[src/sv/fpwsm_pkg.sv]
`timescale 1ns / 1ps

package fpwsm_pkg;

  // geometry of the monitored image
  localparam int unsigned PAGE_BYTES = 256;
  localparam int unsigned MAX_PAGES  = 1024;
  localparam int unsigned PAGE_BITS  = $clog2(PAGE_BYTES);
  localparam int unsigned PAGE_IDX_W = (MAX_PAGES > 1) ? $clog2(MAX_PAGES) : 1;

  // field widths
  localparam int unsigned ADDR_W    = 32;
  localparam int unsigned SPAN_W    = 19;
  localparam int unsigned RSPAN_W   = SPAN_W + 1;
  localparam int unsigned CMP_W     = ADDR_W + 1;
  localparam int unsigned CNT32_W   = 32;
  localparam int unsigned CNT11_W   = 11;
  localparam int unsigned ERASE_W   = 2;
  localparam int unsigned CFG_IDX_W = 1;
  localparam int unsigned CFG_DATA_W = 32;

  localparam logic [CMP_W-1:0] SPAN_LIM = CMP_W'(MAX_PAGES * PAGE_BYTES);
  localparam logic [ERASE_W-1:0] ERASE_SAT = '1;

  // configuration register indexes
  localparam logic [CFG_IDX_W-1:0] CFG_IMAGE_BASE = 1'd0;
  localparam logic [CFG_IDX_W-1:0] CFG_IMAGE_SPAN = 1'd1;

  // access kinds
  localparam logic KIND_READ  = 1'b0;
  localparam logic KIND_WRITE = 1'b1;

  typedef enum logic [1:0] {
    ST_OK       = 2'd0,
    ST_RD_OOB   = 2'd1,
    ST_WR_OOB   = 2'd2,
    ST_WR_UNAL  = 2'd3
  } status_e;

  typedef enum logic [2:0] {
    GATE_CLEAN     = 3'd0,
    GATE_UNALIGNED = 3'd1,
    GATE_OOB_WRITE = 3'd2,
    GATE_OOB_READ  = 3'd3,
    GATE_AMPLIFIED = 3'd4,
    GATE_INVERSION = 3'd5
  } gate_e;

  typedef enum logic [1:0] {
    DIR_NONE = 2'd0,
    DIR_UP   = 2'd1,
    DIR_DOWN = 2'd2
  } dir_e;

  typedef struct packed {
    logic              kind;
    logic [ADDR_W-1:0] address;
  } fpwsm_in_t;

  typedef struct packed {
    logic [1:0]         access_status;
    logic [2:0]         gate_code;
    logic [CNT32_W-1:0] erase_total;
    logic [CNT11_W-1:0] pages_erased;
    logic [CNT11_W-1:0] amplified_pages;
    logic [CNT32_W-1:0] inversion_count;
  } fpwsm_out_t;

  // write-back into the erase-count store
  typedef struct packed {
    logic                  en;
    logic [PAGE_IDX_W-1:0] page;
    logic [ERASE_W-1:0]    count;
  } fpwsm_wr_t;

  function automatic logic [CNT32_W-1:0] sat_inc32(input logic [CNT32_W-1:0] v);
    return (v == '1) ? v : v + CNT32_W'(1);
  endfunction

  function automatic logic [CNT11_W-1:0] sat_inc11(input logic [CNT11_W-1:0] v);
    return (v == '1) ? v : v + CNT11_W'(1);
  endfunction

endpackage

[src/sv/fpwsm_page_store.sv]
`timescale 1ns / 1ps

module fpwsm_page_store
  import fpwsm_pkg::*;
(
  input  logic                  clk_i,
  input  logic                  rst_ni,
  input  logic                  rd_en_i,
  input  logic [PAGE_IDX_W-1:0] rd_page_i,
  input  fpwsm_wr_t             wr_i,
  output logic [ERASE_W-1:0]    rd_count_o,
  output logic                  clr_busy_o
);

  logic [ERASE_W-1:0]    mem_q [MAX_PAGES];
  logic [ERASE_W-1:0]    rd_q;
  logic [PAGE_IDX_W-1:0] clr_idx_q, clr_idx_d;
  logic                  clr_busy_q, clr_busy_d;

  // clearing pass after reset, one entry a cycle
  always_comb begin
    clr_idx_d  = clr_idx_q;
    clr_busy_d = clr_busy_q;
    if (clr_busy_q) begin
      clr_idx_d = clr_idx_q + PAGE_IDX_W'(1);
      if (clr_idx_q == PAGE_IDX_W'(MAX_PAGES - 1)) begin
        clr_busy_d = 1'b0;
      end
    end
  end

  always_ff @(posedge clk_i or negedge rst_ni) begin
    if (!rst_ni) begin
      clr_idx_q  <= '0;
      clr_busy_q <= 1'b1;
    end else begin
      clr_idx_q  <= clr_idx_d;
      clr_busy_q <= clr_busy_d;
    end
  end

  // single write port, shared by the clearing pass and the write-back
  always_ff @(posedge clk_i) begin
    if (clr_busy_q) begin
      mem_q[clr_idx_q] <= '0;
    end else if (wr_i.en) begin
      mem_q[wr_i.page] <= wr_i.count;
    end
  end

  // registered read port, data held until the next read
  always_ff @(posedge clk_i) begin
    if (rd_en_i) begin
      rd_q <= mem_q[rd_page_i];
    end
  end

  assign rd_count_o = rd_q;
  assign clr_busy_o = clr_busy_q;

  // nothing else may touch the store while it is being cleared
  assert property (@(posedge clk_i) disable iff (!rst_ni)
    clr_busy_q |-> !wr_i.en && !rd_en_i)
    else $error("store accessed during clearing pass");

  assert property (@(posedge clk_i) disable iff (!rst_ni)
    $fell(clr_busy_q) |-> $past(clr_idx_q) == PAGE_IDX_W'(MAX_PAGES - 1))
    else $error("clearing pass ended early");

  assert property (@(posedge clk_i) disable iff (!rst_ni)
    !clr_busy_q |=> !clr_busy_q)
    else $error("clearing pass restarted");

endmodule

[src/sv/flash_page_write_safety_monitor.sv]
`timescale 1ns / 1ps

// Flash page-write safety monitor. Each transaction on the input channel is a
// byte read or a page erase-and-program at an absolute address; each gives one
// result transaction with the access status, the gate code of the highest-
// priority failure kind seen so far and the saturating counters as they stand
// after that access. A transaction passes from acceptance through the address
// offset, the bounds check with erase-count read and the read-modify-write of
// the count into the output register, with the per-page erase-count memory
// read registered between the last two steps; one transaction is in flight at
// a time, and the next one is accepted only once the previous result has
// entered the output register, which an output stall can delay. After reset
// all MAX_PAGES (1024) erase-count entries are cleared while input is stalled;
// configuration writes are taken at any time but belong in idle periods.
module flash_page_write_safety_monitor
  import fpwsm_pkg::*;
(
  input  logic                  clk_i,
  input  logic                  rst_ni,
  input  logic                  cfg_we_i,
  input  logic [CFG_IDX_W-1:0]  cfg_idx_i,
  input  logic [CFG_DATA_W-1:0] cfg_wdata_i,
  input  logic                  in_valid_i,
  output logic                  in_stall_o,
  input  fpwsm_in_t             in_data_i,
  output logic                  out_valid_o,
  input  logic                  out_stall_i,
  output fpwsm_out_t            out_data_o
);

  // configuration
  logic [ADDR_W-1:0] image_base_q;
  logic [SPAN_W-1:0] image_span_q;

  // stage valids
  logic acc_q, chk_q, upd_q;
  logic in_fire, upd_fire;

  // first stage payload
  fpwsm_in_t         acc_item_q;
  logic              chk_kind_q, chk_below_q;
  logic [ADDR_W-1:0] chk_rel_q;

  // second stage results
  logic [RSPAN_W-1:0]    span_sum;
  logic [CMP_W-1:0]      span_round, span_eff;
  logic [CMP_W-1:0]      rel_ext;
  status_e               chk_status;
  logic                  chk_wr_ok;
  logic [PAGE_IDX_W-1:0] chk_page;
  status_e               upd_status_q;
  logic                  upd_wr_ok_q;
  logic [PAGE_IDX_W-1:0] upd_page_q;

  // store interface
  logic               clr_busy;
  logic [ERASE_W-1:0] rd_count;
  fpwsm_wr_t          wr;

  // persistent monitor state
  logic [PAGE_IDX_W-1:0] last_page_q, last_page_d;
  dir_e                  front_q, front_d, step_dir;
  logic                  seen_q, seen_d;
  logic [CNT32_W-1:0]    erase_cnt_q, erase_cnt_d;
  logic [CNT11_W-1:0]    erased_q, erased_d;
  logic [CNT11_W-1:0]    amp_q, amp_d;
  logic [CNT32_W-1:0]    inv_q, inv_d;
  logic [CNT32_W-1:0]    unal_q, unal_d;
  logic [CNT32_W-1:0]    oobw_q, oobw_d;
  logic [CNT32_W-1:0]    oobr_q, oobr_d;
  gate_e                 gate_d;

  // output register
  logic       out_valid_q;
  fpwsm_out_t out_q;

  assign in_stall_o = clr_busy || acc_q || chk_q || upd_q;
  assign in_fire    = in_valid_i && !in_stall_o;
  assign upd_fire   = upd_q && !(out_valid_q && out_stall_i);

  // configuration registers
  always_ff @(posedge clk_i or negedge rst_ni) begin
    if (!rst_ni) begin
      image_base_q <= '0;
      image_span_q <= '0;
    end else if (cfg_we_i) begin
      case (cfg_idx_i)
        CFG_IMAGE_BASE: image_base_q <= cfg_wdata_i;
        CFG_IMAGE_SPAN: image_span_q <= cfg_wdata_i[SPAN_W-1:0];
        default: ;
      endcase
    end
  end

  // stage control
  always_ff @(posedge clk_i or negedge rst_ni) begin
    if (!rst_ni) begin
      acc_q <= 1'b0;
      chk_q <= 1'b0;
      upd_q <= 1'b0;
    end else begin
      acc_q <= in_fire;
      chk_q <= acc_q;
      if (chk_q) begin
        upd_q <= 1'b1;
      end else if (upd_fire) begin
        upd_q <= 1'b0;
      end
    end
  end

  // capture the transaction
  always_ff @(posedge clk_i) begin
    if (in_fire) begin
      acc_item_q <= in_data_i;
    end
  end

  // offset from the image base
  always_ff @(posedge clk_i) begin
    if (acc_q) begin
      chk_kind_q  <= acc_item_q.kind;
      chk_below_q <= acc_item_q.address < image_base_q;
      chk_rel_q   <= acc_item_q.address - image_base_q;
    end
  end

  // span rounded up to whole pages and clamped
  always_comb begin
    span_sum   = RSPAN_W'(image_span_q) + RSPAN_W'(PAGE_BYTES - 1);
    span_round = CMP_W'({span_sum[RSPAN_W-1:PAGE_BITS], PAGE_BITS'(0)});
    span_eff   = (span_round > SPAN_LIM) ? SPAN_LIM : span_round;
    rel_ext    = CMP_W'(chk_rel_q);
    chk_page   = chk_rel_q[PAGE_BITS +: PAGE_IDX_W];
  end

  // bounds and alignment checks
  always_comb begin
    chk_status = ST_OK;
    chk_wr_ok  = 1'b0;
    if (chk_kind_q == KIND_READ) begin
      if (chk_below_q || (rel_ext >= span_eff)) begin
        chk_status = ST_RD_OOB;
      end
    end else begin
      if (chk_below_q) begin
        chk_status = ST_WR_OOB;
      end else if (chk_rel_q[PAGE_BITS-1:0] != '0) begin
        chk_status = ST_WR_UNAL;
      end else if (rel_ext + CMP_W'(PAGE_BYTES) > span_eff) begin
        chk_status = ST_WR_OOB;
      end else begin
        chk_wr_ok = 1'b1;
      end
    end
  end

  always_ff @(posedge clk_i) begin
    if (chk_q) begin
      upd_status_q <= chk_status;
      upd_wr_ok_q  <= chk_wr_ok;
      upd_page_q   <= chk_page;
    end
  end

  // erase-count memory; one transaction in flight, so a read never meets a
  // pending write-back to the same page
  fpwsm_page_store u_store (
    .clk_i      (clk_i),
    .rst_ni     (rst_ni),
    .rd_en_i    (chk_q && chk_wr_ok),
    .rd_page_i  (chk_page),
    .wr_i       (wr),
    .rd_count_o (rd_count),
    .clr_busy_o (clr_busy)
  );

  // direction of this page write against the last one
  always_comb begin
    if (upd_page_q > last_page_q) begin
      step_dir = DIR_UP;
    end else if (upd_page_q < last_page_q) begin
      step_dir = DIR_DOWN;
    end else begin
      step_dir = DIR_NONE;
    end
  end

  // read-modify-write of the erase count and counter updates
  always_comb begin
    last_page_d = last_page_q;
    front_d     = front_q;
    seen_d      = seen_q;
    erase_cnt_d = erase_cnt_q;
    erased_d    = erased_q;
    amp_d       = amp_q;
    inv_d       = inv_q;
    unal_d      = unal_q;
    oobw_d      = oobw_q;
    oobr_d      = oobr_q;
    wr.en       = 1'b0;
    wr.page     = upd_page_q;
    wr.count    = rd_count + ERASE_W'(1);
    case (upd_status_q)
      ST_RD_OOB:  oobr_d = sat_inc32(oobr_q);
      ST_WR_OOB:  oobw_d = sat_inc32(oobw_q);
      ST_WR_UNAL: unal_d = sat_inc32(unal_q);
      default: ;
    endcase
    if (upd_wr_ok_q) begin
      erase_cnt_d = sat_inc32(erase_cnt_q);
      if (rd_count != ERASE_SAT) begin
        wr.en = upd_fire;
        if (rd_count == ERASE_W'(0)) begin
          erased_d = sat_inc11(erased_q);
        end else if (rd_count == ERASE_W'(1)) begin
          amp_d = sat_inc11(amp_q);
        end
      end
      if (seen_q && step_dir != DIR_NONE) begin
        if (front_q == DIR_NONE) begin
          front_d = step_dir;
        end else if (step_dir != front_q) begin
          inv_d = sat_inc32(inv_q);
        end
      end
      last_page_d = upd_page_q;
      seen_d      = 1'b1;
    end
  end

  // highest-priority failure kind seen so far
  always_comb begin
    if (unal_d != '0) begin
      gate_d = GATE_UNALIGNED;
    end else if (oobw_d != '0) begin
      gate_d = GATE_OOB_WRITE;
    end else if (oobr_d != '0) begin
      gate_d = GATE_OOB_READ;
    end else if (amp_d != '0) begin
      gate_d = GATE_AMPLIFIED;
    end else if (inv_d != '0) begin
      gate_d = GATE_INVERSION;
    end else begin
      gate_d = GATE_CLEAN;
    end
  end

  always_ff @(posedge clk_i or negedge rst_ni) begin
    if (!rst_ni) begin
      last_page_q <= '0;
      front_q     <= DIR_NONE;
      seen_q      <= 1'b0;
      erase_cnt_q <= '0;
      erased_q    <= '0;
      amp_q       <= '0;
      inv_q       <= '0;
      unal_q      <= '0;
      oobw_q      <= '0;
      oobr_q      <= '0;
    end else if (upd_fire) begin
      last_page_q <= last_page_d;
      front_q     <= front_d;
      seen_q      <= seen_d;
      erase_cnt_q <= erase_cnt_d;
      erased_q    <= erased_d;
      amp_q       <= amp_d;
      inv_q       <= inv_d;
      unal_q      <= unal_d;
      oobw_q      <= oobw_d;
      oobr_q      <= oobr_d;
    end
  end

  // output register
  always_ff @(posedge clk_i or negedge rst_ni) begin
    if (!rst_ni) begin
      out_valid_q <= 1'b0;
    end else if (upd_fire) begin
      out_valid_q <= 1'b1;
    end else if (!out_stall_i) begin
      out_valid_q <= 1'b0;
    end
  end

  always_ff @(posedge clk_i) begin
    if (upd_fire) begin
      out_q.access_status   <= upd_status_q;
      out_q.gate_code       <= gate_d;
      out_q.erase_total     <= erase_cnt_d;
      out_q.pages_erased    <= erased_d;
      out_q.amplified_pages <= amp_d;
      out_q.inversion_count <= inv_d;
    end
  end

  assign out_valid_o = out_valid_q;
  assign out_data_o  = out_q;

  // only one transaction in flight
  assert property (@(posedge clk_i) disable iff (!rst_ni)
    $onehot0({acc_q, chk_q, upd_q}))
    else $error("more than one transaction in flight");

  assert property (@(posedge clk_i) disable iff (!rst_ni)
    clr_busy |-> !(acc_q || chk_q || upd_q))
    else $error("transaction in flight during clearing pass");

  assert property (@(posedge clk_i) disable iff (!rst_ni)
    amp_q <= erased_q)
    else $error("more amplified pages than erased pages");

  assert property (@(posedge clk_i) disable iff (!rst_ni)
    (inv_q != '0) |-> (front_q != DIR_NONE))
    else $error("inversion counted without a frontier direction");

  assert property (@(posedge clk_i) disable iff (!rst_ni)
    ##1 erase_cnt_q >= $past(erase_cnt_q))
    else $error("erase total decreased");

endmodule
[config.mk]
export PLATFORM = sky130hd
export DESIGN_NAME = flash_page_write_safety_monitor
export DESIGN_NICKNAME = d
export VERILOG_FILES = /design/src/sv/fpwsm_pkg.sv /design/src/sv/fpwsm_page_store.sv /design/src/sv/flash_page_write_safety_monitor.sv
export SDC_FILE = /design/constraint.sdc
export NUM_CORES = 2
export LEC_CHECK = 0
export BUFFER_PORTS_ARGS = -buffer_cell sky130_fd_sc_hd__clkbuf_2
export CAP_MARGIN = 20
export CORE_ASPECT_RATIO = 1.1
export CORE_MARGIN = 8
export CORE_UTILIZATION = 60
export CTS_CLUSTER_DIAMETER = 200
export DETAILED_ROUTE_END_ITERATION = 8
export HOLD_SLACK_MARGIN = 0.1
export PLACE_DENSITY = 0.75
export REMOVE_ABC_BUFFERS = 1
export SYNTH_ARGS = -nofsm -noshare
export SYNTH_HDL_FRONTEND = slang
export SYNTH_SLANG_ARGS = --single-unit
[constraint.sdc]
create_clock -name clk_i -period 37.8 [get_ports clk_i]
set_input_delay 0 -clock clk_i [delete_from_list [all_inputs] [get_ports clk_i]]
set_output_delay 0 -clock clk_i [all_outputs]
set_load 0.05 [all_outputs]
==> results by group <==
Yosys
  • Ys Warns: 0
  • Cell taking the most area after synthesis: edfxtp_1
  • Most common library cells after synthesis: edfxtp_1, nor2_1, mux4_2
  • EDFF count, synth: 2221
  • Top FF cell, synth: edfxtp_1
  • Dominant cells by area after synthesis: edfxtp_1, mux4_2, dfrtp_1, nor2_1, xnor2_1
  • Fraction of registers with async set/reset: 10.5%
  • Sequential share of the synthesized area: 69.1%
  • Most common cell in the netlist: edfxtp_1
  • Netlist Area Pre-Place: 106000 um^2
  • Synth Area per Inst: 16.2 um^2
  • Unique masters post-synth: 84
  • Synth Register Bits: 2482
  • Syn Inst Count: 6526
  • Synth top area share: 63.0%

Run status
  • Outcome: completed

Placement
  • Post-place setup slack: 29410 ps
  • Dpl hpwl: 137000 um
  • Area after DPL: 109000 um^2
  • Port Buffer Count: 163
  • Cells after DPL: 8616
  • Placer Congestion: 0.818

Worst setup path
  • CP max FO: 51
  • Crit end category: flop
  • CP Launch Type: flop
  • RR Startpoint: chk_rel_q[8]
  • Reg2Reg Setup Slack: 30310 ps
  • CP startpoint: chk_rel_q[8]
  • Crit path kind: reg -> reg
  • Crit path cell chain: buf_4, buf_4, buf_4, buf_4, buf_4, mux4_2, mux4_2, mux4_2, mux4_2, mux2i_1, a21oi_1
  • CP most frequent cell: buf_4
  • Crit-path max cell delay: 820 ps
  • Arr. time, crit path: 8100 ps
  • Critical Path RT: 38410 ps
  • Crit path max-delay cell type: buf_4

STA
  • Post-layout min period: 7490 ps
  • Setup ws final: 30310 ps
  • Worst-Margin Slew: 1310 ps
  • Relative slew margins: 12.8%
  • Final Hold Fails: 0
  • Worst clock skew: 48.8 ps
  • Slew Viols, Final: 0
  • RSZ-0062 raised after global routing: no
  • Final period utilization: 19.8%
  • Setup TNS: 0 ps
  • Final setup vio count: 0
  • Fmax: 134 MHz

Clock network
  • CTS tree: built
  • CTS Buffer Depth: 3
  • Root buf cell: clkbuf_16
  • Clock Pin Slew Worst Setup and Hold Paths: 70 ps
  • # resized after CTS: 0
  • Clock latency on the worst-skew pair: 880 ps
  • Post-CTS setup buffers: 0
  • H-tree depth reported by CTS: 4
  • Clock sink total: 2482
  • Clock buffer count from CTS: 233
  • Hold_buf cts: 173

Floorplan
  • Top Ports: 164
  • Rows: 161
  • Die width: 417 um
  • Die area: 190000 um^2
  • Starting density of the core: 60.4%
  • Core region area: 175000 um^2
  • Chip height: 457 um

Route
  • Routed WL: 261000 um
  • Antenna Nets Post-Route: 0
  • DRC viols: 0
  • Initial DRC count: 7922
  • DR pass1 iterations: 8
  • Vias/cell: 6.49
  • Drt wl/cell: 28.2 um
  • Via Count: 60000

Global route
  • Largest net degree at the start of global routing: 262
  • GRT Util Overall: 26.9%
  • First-pass GRT wire length: 386000 um
  • Vias in the first global route: 61000
  • Grt total ovfl: 0
  • Antenna violations before repair: 7

Cells and area
  • Post-route cell area: 119000 um^2
  • Nets@finish: 6914
  • Finished Layout Cells: 9247
  • P&R area growth vs syn: 12.7%
  • Filler cell count: 10900
  • Seq. cell area: 73200 um^2
  • Layout cells sized above 1: 20.4%
  • Multi-input logic area: 31000 um^2

Worst hold path
  • HP Start: in_valid_i
  • Worst hold path class: in -> reg

Job
  • Max cap viols: 0

Pwr
  • Maximum vdd drop: 0.0635 mV
  • Leakage: 38.9 nW
  • PwrDens: 60.0 nW/um^2
## path summary, 6_finish.rpt
| kind | end | depth (start not counted) |
|---|---|---|
| setup reg to reg | u_store.rd_count_o[0] | 11 |
| hold reg to reg | last_page_q[4] | 2 |
| max in group asynchronous | image_base_q[9] | 6 |
| min in group asynchronous | oobw_q[7] | 4 |
| hold / removal | acc_item_q[17] | 4 |
| setup / recovery | u_store.rd_count_o[0] | 11 |
## final cells by class
| class | instances | share of cell area (%) |
|---|---|---|
| diodes | 5 | 0.0105 |
| clock buffers | 292 | 5.25 |
| clock inverters | 139 | 1.30 |
| inverters | 93 | 0.295 |
| multi-input cells | 3504 | 26.0 |
| flip-flops and latches | 2482 | 61.3 |
| well taps | 2282 | 2.39 |
| repair buffers | 450 | 3.46 |
## kinds of logic after synthesis
family                     Yosys count  share of synthesized area, %
DFF                               2482                          69.1
and+or+nand+nor                   2074                          8.40
muxes                              725                          14.9
buffers and inverters              541                          2.07
xor gates and xnor gates           337                          2.79
AOI/OAI and AO/OA                  287                          1.76
adders and majority gates           79                         0.940
other                                1                       0.00354
## per-layer routing
metal	wire length, um	GRT usage, %
met2	130000	44.5
met5	13	0
met3	23700	5.18
met4	11600	10.4
met1	96100	35.7
## critical path, delay by kind of cell, from the launching register on
kind	cells	cell delay, ps
buf+inv	5	3570
mux	5	2530
flops	1	780
compound gates	1	170
## sequential cells by signal, indices dropped and copies added, names as in the netlist, 2 cells and up
register            cells
u_store.mem_q        2048
out_data_o             91
acc_item_q             33
chk_rel_q              32
erase_cnt_q            32
image_base_q           32
inv_q                  32
oobr_q                 32
oobw_q                 32
unal_q                 32
image_span_q           19
amp_q                  11
erased_q               11
last_page_q            10
u_store.clr_idx_q      10
upd_page_q             10
front_q                 2
u_store.rd_count_o      2
upd_status_q            2
## where the power goes
| group | switching (mW) | internal, mW | total (mW) |
|---|---|---|---|
| clock network | 1.03 | 1.36 | 2.40 |
| registers | 0.0671 | 3.13 | 3.20 |
| logic | 0.873 | 0.701 | 1.57 |
## metrics by stage
step | total power, mW | utilization (%) | hold WS, ps
final | 7.17 | 68.1 | 164
after detailed placement | 4.77 | 62.3 | 7.93
after global placement | 4.74 | 62.1 | 2.07
after global routing | 7.38 | 68.1 | 150
after CTS | 7.16 | 67.8 | 103
after floorplan | 5.03 | - | -296
## cells in the final DEF (no fill, tap or decap), types with 71 or more instances in the layout
cell type and instances:
o21ai_0 83, clkbuf_2 162, mux4_2 680, clkbuf_16 236, dlygate4sd3_1 172, xnor2_1 227
xor2_1 110, nand3_1 117, edfxtp_1 2221, ha_1 78, nand2_1 353, nor3_1 71
dfrtp_1 260, nor2_1 1216, inv_1 92
Power figures use the tool's default switching activity.
